==> src/design/vbfe_pkg.sv <==
// Shared types, constants and the face corner table for the voxel face extractor.
package vbfe_pkg;

	localparam int MAX_DIM_DEF = 32;
	localparam int CRD_W       = 5;
	localparam int DIM_W       = 6;
	localparam int PT_W        = 16;
	localparam int FACE_W      = 3;
	localparam int NFACE       = 6;
	localparam int CFG_IDX_W   = 2;

	localparam logic FUNC_WRITE = 1'b0;
	localparam logic FUNC_QUERY = 1'b1;

	localparam logic [CFG_IDX_W-1:0] REG_DIM_X = 2'd0;
	localparam logic [CFG_IDX_W-1:0] REG_DIM_Y = 2'd1;
	localparam logic [CFG_IDX_W-1:0] REG_DIM_Z = 2'd2;

	localparam int FACE_XM = 0;
	localparam int FACE_XP = 1;
	localparam int FACE_YM = 2;
	localparam int FACE_YP = 3;
	localparam int FACE_ZM = 4;
	localparam int FACE_ZP = 5;

	// Voxel corner code: bit0 +x, bit1 +y, bit2 +z.
	localparam logic [2:0] FACE_CORNER [NFACE][4] = '{
		'{3'd0, 3'd4, 3'd6, 3'd2},
		'{3'd1, 3'd3, 3'd7, 3'd5},
		'{3'd0, 3'd1, 3'd5, 3'd4},
		'{3'd2, 3'd6, 3'd7, 3'd3},
		'{3'd0, 3'd2, 3'd3, 3'd1},
		'{3'd4, 3'd5, 3'd7, 3'd6}
	};

	// Occupancy rows read for a query: the centre column and its four side columns.
	typedef enum logic [2:0] {
		ROW_CTR = 3'd0,
		ROW_XM  = 3'd1,
		ROW_XP  = 3'd2,
		ROW_YM  = 3'd3,
		ROW_YP  = 3'd4
	} row_sel_t;

	typedef struct packed {
		logic             func;
		logic [CRD_W-1:0] vox_x;
		logic [CRD_W-1:0] vox_y;
		logic [CRD_W-1:0] vox_z;
		logic             occupied;
	} in_item_t;

	typedef struct packed {
		logic              has_face;
		logic [FACE_W-1:0] face;
		logic [PT_W-1:0]   corner_a;
		logic [PT_W-1:0]   corner_b;
		logic [PT_W-1:0]   corner_c;
		logic [PT_W-1:0]   corner_d;
		logic              last;
	} out_item_t;

	typedef struct packed {
		logic [CFG_IDX_W-1:0] idx;
		logic [DIM_W-1:0]     wdata;
	} cfg_item_t;

	typedef struct packed {
		logic     load;
		logic     clr;
		logic     rd_en;
		row_sel_t rd_sel;
		logic     wr;
		logic     ar_a;
		logic     ar_b;
		logic     ar_c;
		logic     mask;
		logic     emit;
	} vbfe_cmd_t;

	typedef struct packed {
		logic func;
		logic clr_last;
		logic out_free;
		logic emit_last;
	} vbfe_sts_t;

endpackage

==> src/design/vbfe_ctrl.sv <==
// Sequencer for clearing, write read-modify-write and query steps.
module vbfe_ctrl
	import vbfe_pkg::*;
(
	input  logic      clk,
	input  logic      arst_n,
	input  logic      in_valid,
	output logic      in_ready,
	input  vbfe_sts_t sts,
	output vbfe_cmd_t cmd
);
	typedef enum logic [2:0] {
		S_CLEAR,
		S_IDLE,
		S_CRD,
		S_WWR,
		S_QRD,
		S_QCAP,
		S_MASK,
		S_EMIT
	} state_t;

	state_t   state_q;
	row_sel_t row_q;

	always_ff @(posedge clk or negedge arst_n) begin
		if (!arst_n) begin
			state_q <= S_CLEAR;
			row_q   <= ROW_CTR;
		end else begin
			case (state_q)
				S_CLEAR: begin
					if (sts.clr_last) state_q <= S_IDLE;
				end
				S_IDLE: begin
					if (in_valid) state_q <= S_CRD;
				end
				S_CRD: begin
					if (sts.func == FUNC_WRITE) begin
						state_q <= S_WWR;
					end else begin
						state_q <= S_QRD;
						row_q   <= ROW_XM;
					end
				end
				S_WWR: state_q <= S_IDLE;
				S_QRD: begin
					row_q <= row_sel_t'(row_q + 3'd1);
					if (row_q == ROW_YP) state_q <= S_QCAP;
				end
				S_QCAP: state_q <= S_MASK;
				S_MASK: state_q <= S_EMIT;
				S_EMIT: begin
					if (sts.out_free && sts.emit_last) state_q <= S_IDLE;
				end
				default: state_q <= S_IDLE;
			endcase
		end
	end

	assign in_ready = (state_q == S_IDLE);

	always_comb begin
		cmd = '0;
		cmd.rd_sel = ROW_CTR;
		case (state_q)
			S_CLEAR: cmd.clr = 1'b1;
			S_IDLE:  cmd.load = in_valid;
			S_CRD: begin
				cmd.rd_en  = 1'b1;
				cmd.rd_sel = ROW_CTR;
				cmd.ar_a   = 1'b1;
			end
			S_WWR: cmd.wr = 1'b1;
			S_QRD: begin
				cmd.rd_en  = 1'b1;
				cmd.rd_sel = row_q;
				cmd.ar_b   = (row_q == ROW_XM);
				cmd.ar_c   = (row_q == ROW_XP);
			end
			S_MASK: cmd.mask = 1'b1;
			S_EMIT: cmd.emit = sts.out_free;
			default: ;
		endcase
	end
endmodule

==> config.mk <==
export PLATFORM = sky130hd
export DESIGN_NAME = vbfe_ctrl
export DESIGN_NICKNAME = d
export VERILOG_FILES = /design/src/design/vbfe_pkg.sv /design/src/design/vbfe_ctrl.sv
export SDC_FILE = /design/constraint.sdc
export NUM_CORES = 1
export LEC_CHECK = 0
export ABC_AREA = 1
export BUFFER_PORTS_ARGS = -buffer_cell sky130_fd_sc_hd__clkbuf_2
export CORE_AREA = 5 5 42 44
export CTS_CLUSTER_SIZE = 12
export DETAILED_ROUTE_END_ITERATION = 8
export DIE_AREA = 0 0 47 49
export GPL_ROUTABILITY_DRIVEN = 0
export PLACE_DENSITY = 0.81
export SYNTH_ARGS = -nofsm -noshare
export SYNTH_HDL_FRONTEND = slang
export SYNTH_SLANG_ARGS = --single-unit
==> constraint.sdc <==
create_clock -name clk -period 1 [get_ports clk]
set_input_delay 0.1 -clock clk [delete_from_list [all_inputs] [get_ports clk]]
set_output_delay 0.1 -clock clk [all_outputs]
set_load 0.1 [all_outputs]
Word-level counts from Yosys, hierarchy flattened
Cells that the tools add are included.
Widths: inputs -> output; s select.
{"block": "classes", "reduce_logical": 5, "addsub": 1, "n_eq_ne": 15, "muxes": 16}
{"cell": "$pmux 3 s8", "n": 1}
{"cell": "$mux 3", "n": 6}
{"cell": "$eq 3x3->1 const B", "n": 5}
{"cell": "$ne 2x2->1 const B", "n": 5}
{"cell": "$eq 3x2->1 const B", "n": 3}
{"cell": "$pmux 4 s2", "n": 1}
{"cell": "$eq 3x1->1 const B", "n": 2}
{"cell": "$mux 1", "n": 6}
{"cell": "$pmux 3 s2", "n": 1}
{"cell": "$reduce_and 4->1", "n": 1}
{"cell": "$add 3x1->3 const B", "n": 1}
{"cell": "$logic_not 3->1", "n": 1}
{"cell": "$mux 2", "n": 1}
{"cell": "$reduce_and 2->1", "n": 1}
{"cell": "$reduce_bool 2->1", "n": 1}
{"cell": "$logic_and 1x1->1", "n": 1}
{"block": "word_totals", "input_bits": 7, "out_inout_bits": 13, "register_bits": 6, "wordCells": 39}

Depth between registers and ports, before layout
Gate-level depths: netlist of the first run.
{"block": "depth", "depth_word": 3, "depth_mapped": 8}

Least setup slack after synthesis of the first run
Ideal clock, no wire load.
{"block": "synth_path", "kind": "reg2out", "start": "reg state_q[2]", "end": "out cmd[0] (netlist name)", "path_slack_ns": -1.875, "arrival_time_ns": 2.775, "required_ns": 0.900, "path_stages_with_launch": 4, "path_buffers": 1, "cell_sequence": "dfrtp_1 > buf_4 > inv_1 > nor3b_1"}
{"item": "start, declared", "line": "vbfe_ctrl.sv:23", "source": "state_t state_q;"}
{"item": "start signal, assigned", "line": "vbfe_ctrl.sv:28", "source": "state_q <= S_CLEAR;"}
{"item": "start signal, assigned", "line": "vbfe_ctrl.sv:33", "source": "if (sts.clr_last) state_q <= S_IDLE;"}
{"item": "start signal, assigned", "line": "vbfe_ctrl.sv:36", "source": "if (in_valid) state_q <= S_CRD;"}
{"item": "end, declared", "line": "vbfe_ctrl.sv:10", "source": "output vbfe_cmd_t cmd"}

==> results.toml, run 1 <==
[floorplan]
io_pins = 20
start_util_pct = 38.4
die_w_um = 47
die_area_um2 = 2300
rows = 14
coreArea_um2 = 1400
die_y_um = 49

[synth]
synth_ff_type = "dfrtp_1"
syn-cell-area_um2 = 538
synth_cell_types = 21
ys_warn_count = 0
synth.largest_area_cell = "dfrtp_1"
netlist_instances = 77
ys_seq_elements = 6
synthesis.nets = 88
ys_seq_area_share_pct = 27.9
synth-edff-count = 0
synthArstFlopShare_pct = 100
synth.top_cells.by_area = "dfrtp_1 (28%), nand2_1 (12%), ha_1 (9.3%), nor2_1 (9.1%), inv_1 (7.7%)"
synth_top_area_share_pct = 27.9
syn_area_per_cell_um2 = 6.99

[sta]
post-route-period-util_pct = 146
worst_pin_slew_ns = 0.262
slew_viol_final = 0
setup_ws_ns = -0.463
whs_ns = 0.220
worst_clock_skew_ns = 0.000600
fin_crit_ns = 1.46
max_freq_mhz = 684
maxSlewHeadroom_pct = 82.5
setup_viol = 19
rsz0062_at_grt = "true"
hold_violations = 0

[worst_setup_path]
cp-startpoint = "state_q[1]$_DFFE_PN0P_"
crit-reg2reg-capture = "state_q[0]$_DFFE_PN0P_"
reg2reg_from = "row_q[0]$_DFFE_PN0P_"
r2r_cells = 9
cp_max_fo = 8
critPathRequiredTime_ns = 0.90
end_kind = "output port"
crit_type = "reg -> out"
worstSetupStartpointType = "flop"
r2r_slack_ns = -0.33
arrival_ns = 1.36

[clock_tree]
cts_tree = "done"
clk_path_buf_depth = 2
h-tree-depth = 1
path_clk_slew_ns = 0.04
cts_buffers = 3
clkLatencyLatePin_ns = 0.24
clockRootBuffer = "clkbuf_4"
cts.sinks = 6

[global_routing]
met3_usage_pct = 1.85
grt_util_all_layers_pct = 17.6
grt_max_degree = 9
grtUsageMet2_pct = 27.4
grt_overflow = 0
grt_pass1_wl_um = 2960
busiest_layer = "met2"
first_global_vias = 675
met1_usage_pct = 20.7
antenna_found_initial = 0

[routing]
vias = 668
first_pass_iters = 4
drt_iter0_drc = 16
drc = 0
routed_wl_um = 1950
wire_per_inst_um = 14.3
via_per_inst = 4.91
detail-route-antenna-nets = 0

[finish]
drive_above_1_share_pct = 66.7
fin_nets = 133
n_fill_cell = 70
area_growth_pct = 127
stdcell_area_um2 = 1220
diodes = 0
layout_commonest_cell = "buf_4"
final_cell_mix = "buf_4 (18), buf_12 (14), nand2_1 (11)"

[worst_hold_path]
hp-class = "in -> async"

[placement]
io_buffers = 19
dp_hpwl_um = 1210
placed_cell_area_um2 = 1020

[run]
cap_violations = 0

[status]
outcome = "complete, but fails checks"
violations = "setup timing"
Yosys cell counts (2+ instances only):
master	number
inv_1	11
dfrtp_1	6
ha_1	4
nand2_2	3
o21ai_0	2
nor2_1	13
nand2_1	17
buf_6	2
nand3_1	7
state kept, by name, summed over array words and instances, names as in the netlist:
| register | count |
|---|---|
| row_q | 3 |
| state_q | 3 |
metrics by stage:
step | instances | TNS (ns) | utilization, % | setup slack (ns)
6_report | 136 | -6.82 | 87.1 | -0.463
5_1_grt | 136 | -8.04 | 87.1 | -0.553
3_3_place_gp | 122 | -3.92 | 72.9 | -0.255
2_1_floorplan | 77 | -5.77 | - | -0.538
3_5_place_dp | 122 | -4.60 | 72.9 | -0.308
4_1_cts | 132 | -6.51 | 82.0 | -0.431
critical path, cell delays in order (launching register included):
cell,delay (ns)
dfrtp_2,0.51
inv_1,0.15
nor2_4,0.12
nand2_1,0.10
nand2_4,0.08
buf_12,0.17
per-layer routing:
layer / wire length (um) / vias to the layer above
li1: - / 322
met1: 743 / 311
met2: 995 / 21
met3: 56 / 14
met4: 153 / 0
met5: 0 / -
worst max-delay path by stage:
stage,endpoint,cells after the start
floorplan,cmd[0],3
global placement,cmd[11],4
detailed placement,cmd[11],4
CTS,cmd[0],4
global route,cmd[9],5
finish,cmd[9],5
cell type report:
cell class | instances | area (um2) | share of cell area [%]
clock buffers | 3 | 22.5 | 1.84
inverters | 12 | 55.1 | 4.51
well taps | 16 | 20.0 | 1.64
repair buffers | 43 | 500 | 41.0
flip-flops and latches | 6 | 154 | 12.6
multi-input cells | 56 | 469 | 38.4
timing repair:
action | in CTS | in global routing
endpoints found under the setup margin | 19 | 19
setup buffers | 6 | 4
hold buffers | 1 | 0
pin swaps | 3 | 7
gates resized for setup | 13 | 9
hold endpoints to repair | 6 | 0
kinds of logic after synthesis:
family	after synthesis	share of synthesized area (%)
DFF	6	27.9
and+or+nand+nor	46	41.4
xor gates and xnor gates	1	1.63
AOI/OAI and AO/OA	5	5.82
adders and majority gates	4	9.30
buffers and inverters	15	14.0
Power of run 1 is not shown: default switching activity piles up to over one toggle a cycle in this logic, so the estimate is an artifact.
==> run 2: changes to the inputs <==
--- a/config.mk
+++ b/config.mk
@@ -5,14 +5,13 @@
 export SDC_FILE = /design/constraint.sdc
 export NUM_CORES = 1
 export LEC_CHECK = 0
-export ABC_AREA = 1
 export BUFFER_PORTS_ARGS = -buffer_cell sky130_fd_sc_hd__clkbuf_2
 export CORE_AREA = 5 5 42 44
 export CTS_CLUSTER_SIZE = 12
 export DETAILED_ROUTE_END_ITERATION = 8
 export DIE_AREA = 0 0 47 49
 export GPL_ROUTABILITY_DRIVEN = 0
-export PLACE_DENSITY = 0.81
+export PLACE_DENSITY = 0.8
 export SYNTH_ARGS = -nofsm -noshare
 export SYNTH_HDL_FRONTEND = slang
 export SYNTH_SLANG_ARGS = --single-unit
==> run 2 against run 1 <==
  * The flow still finishes with violations (setup timing)
  * Non-clock buffer count up 3
  * Routed wire length up 16%
  * Core utilization up 0.27 points
  * Cell count down 9.6%
  * Flip-flop and latch count unchanged
  * First-iteration DRC count down 19%
  * Hold slack worse by 0.018 ns
  * Critical path depth down 1
  * Register-to-register slack worse by 0.02 ns
  * Clock-buffer cell count unchanged
==> results.toml, run 2 <==
[synth]
synth-edff-count = 0
ys_seq_area_share_pct = 28.4
syn_area_per_cell_um2 = 8.66
yosys.area_share.simple_pct = 32.5
synth.top_cells.by_area = "dfrtp_1 (28%), ha_1 (9.5%), nor3b_2 (7.1%), o32ai_2 (6.2%), a21oi_1 (5.7%)"
yosysMostFrequentCell = "nor2_1"
synth_xor_area_share_pct = 0
synthMuxAreaShare_pct = 0
synth-compound-area-share_pct = 20.4
synth-adder-area-share_pct = 9.48
synth_top_family_by_area = "simple AND/OR/NAND/NOR gates"
synth_cell_types = 23
netlist_instances = 61
synth_top_area_share_pct = 28.4
synth_ff_type = "dfrtp_1"
synth_commonest_cells = "nor2_1 (7), a21oi_1 (6), dfrtp_1 (6)"
ys_seq_elements = 6
ys_warn_count = 0
synth.largest_area_cell = "dfrtp_1"
synthesis.nets = 72
syn-cell-area_um2 = 528
synthArstFlopShare_pct = 100

[global_routing]
grt_overflow = 0
first_global_vias = 706
antenna_found_initial = 0
grt_util_all_layers_pct = 19.8
grt_pass1_wl_um = 3290
grt_max_degree = 9

[worst_setup_path]
worst-path-buf-inv = 2
end_kind = "output port"
slowest_delay_ns = 0.45
crit_family = "flip-flops"
crit_chain = "buf_4 -> nor3b_2 -> and2_4 -> buf_12"
worstSetupStartpointType = "flop"
arrival_ns = 1.43
cp_max_fo = 6
slowest_stage = "dfrtp_2"
critPathRequiredTime_ns = 0.90
crit_type = "reg -> out"

[sta]
setup_ws_ns = -0.530
worst_clock_skew_ns = 0.00411
slew_viol_final = 0
max_freq_mhz = 654
post-route-period-util_pct = 153
setup_viol = 19
maxSlewHeadroom_pct = 78.1
worst_pin_slew_ns = 0.328
fin_crit_ns = 1.53
whs_ns = 0.202
rsz0062_at_grt = "true"
setup_tns_ns = -7.46
hold_violations = 0

[clock_tree]
clockRootBuffer = "clkbuf_4"
clk_path_buf_depth = 2
cts_tree = "done"
cts.sinks = 6
h-tree-depth = 1
cts_buffers = 3
path_clk_slew_ns = 0.05
clkLatencyLatePin_ns = 0.26

[finish]
drive_above_1_share_pct = 75.7
final_cell_mix = "buf_4 (21), buf_12 (15), nor2_4 (9)"
layout_commonest_cell = "buf_4"
area_growth_pct = 132
fin_nets = 120
diodes = 0
reg_top3 = "row_q x3, state_q x3"

[placement]
dp_hpwl_um = 1470
io_buffers = 19

[routing]
routed_wl_um = 2270
first_pass_iters = 4
drc = 0
drt_iter0_drc = 13
wire_per_inst_um = 18.4
vias = 671
via_per_inst = 5.46
detail-route-antenna-nets = 0

[status]
outcome = "complete, but fails checks"
violations = "setup timing"

[floorplan]
io_pins = 20
die_w_um = 47
coreArea_um2 = 1400
die_y_um = 49
die_area_um2 = 2300
rows = 14
start_util_pct = 37.7

[run]
cap_violations = 0

[worst_hold_path]
hp-class = "in -> async"
run 2: cells by family after synthesis:
logic type | Yosys count
and+or+nand+nor | 28
DFF | 6
buffers and inverters | 8
adders and majority gates | 4
AOI/OAI and AO/OA | 15
run 2: per-stage QoR:
step                      instances  setup WS (ns)  cell area (um2)  utilization (%)
final                           123         -0.530             1220             87.4
after floorplan                  61         -0.694              644                -
after detailed placement        109         -0.282             1050             75.2
after global placement          109         -0.249             1050             75.2
after CTS                       119         -0.477             1150             82.0
after global routing            123         -0.585             1220             87.4
run 2: worst paths after layout:
kind / from / to / slack [ns] / depth (start not counted)
setup / recovery: state_q[1]$_DFFE_PN0P_ / cmd[8] / -0.53 / 4
hold / removal: arst_n / row_q[2]$_DFFE_PN0P_ / 0.20 / 2
setup reg to reg: state_q[2]$_DFFE_PN0P_ / state_q[0]$_DFFE_PN0P_ / -0.35 / 6
hold reg to reg: state_q[0]$_DFFE_PN0P_ / row_q[0]$_DFFE_PN0P_ / 0.71 / 2
max in group asynchronous: arst_n / state_q[0]$_DFFE_PN0P_ / 0.63 / 2
min in group clk: sts[0] / state_q[2]$_DFFE_PN0P_ / 0.20 / 3
run 2: area by class of cell:
class / count / area (um2)
clock buffer: 3 / 22.5
inverter: 5 / 18.8
sequential: 6 / 154
tap: 16 / 20.0
timing repair buffer: 46 / 532
multi-input combinational: 47 / 478
fill: 58 / 176
run 2: layer usage:
metal / global-route usage, % / share of wire [%] / vias to the layer above
met5: 0 / 0 / -
met1: 25.1 / 38 / 337
met3: 2.21 / 5.3 / 7
met4: 11.5 / 3.4 / 0
met2: 31.0 / 53 / 29
li1: - / - / 298
run 2: timing repair:
| item | CTS | global route |
|---|---|---|
| endpoints found under the setup margin | 19 | 19 |
| buffers inserted | 6 | 5 |
| gates resized for setup | 8 | 7 |
| pin swaps | 7 | 6 |
| hold buffers | 1 | 0 |
| hold endpoints to repair | 6 | 0 |
Power of run 2 is left out for the same reason.
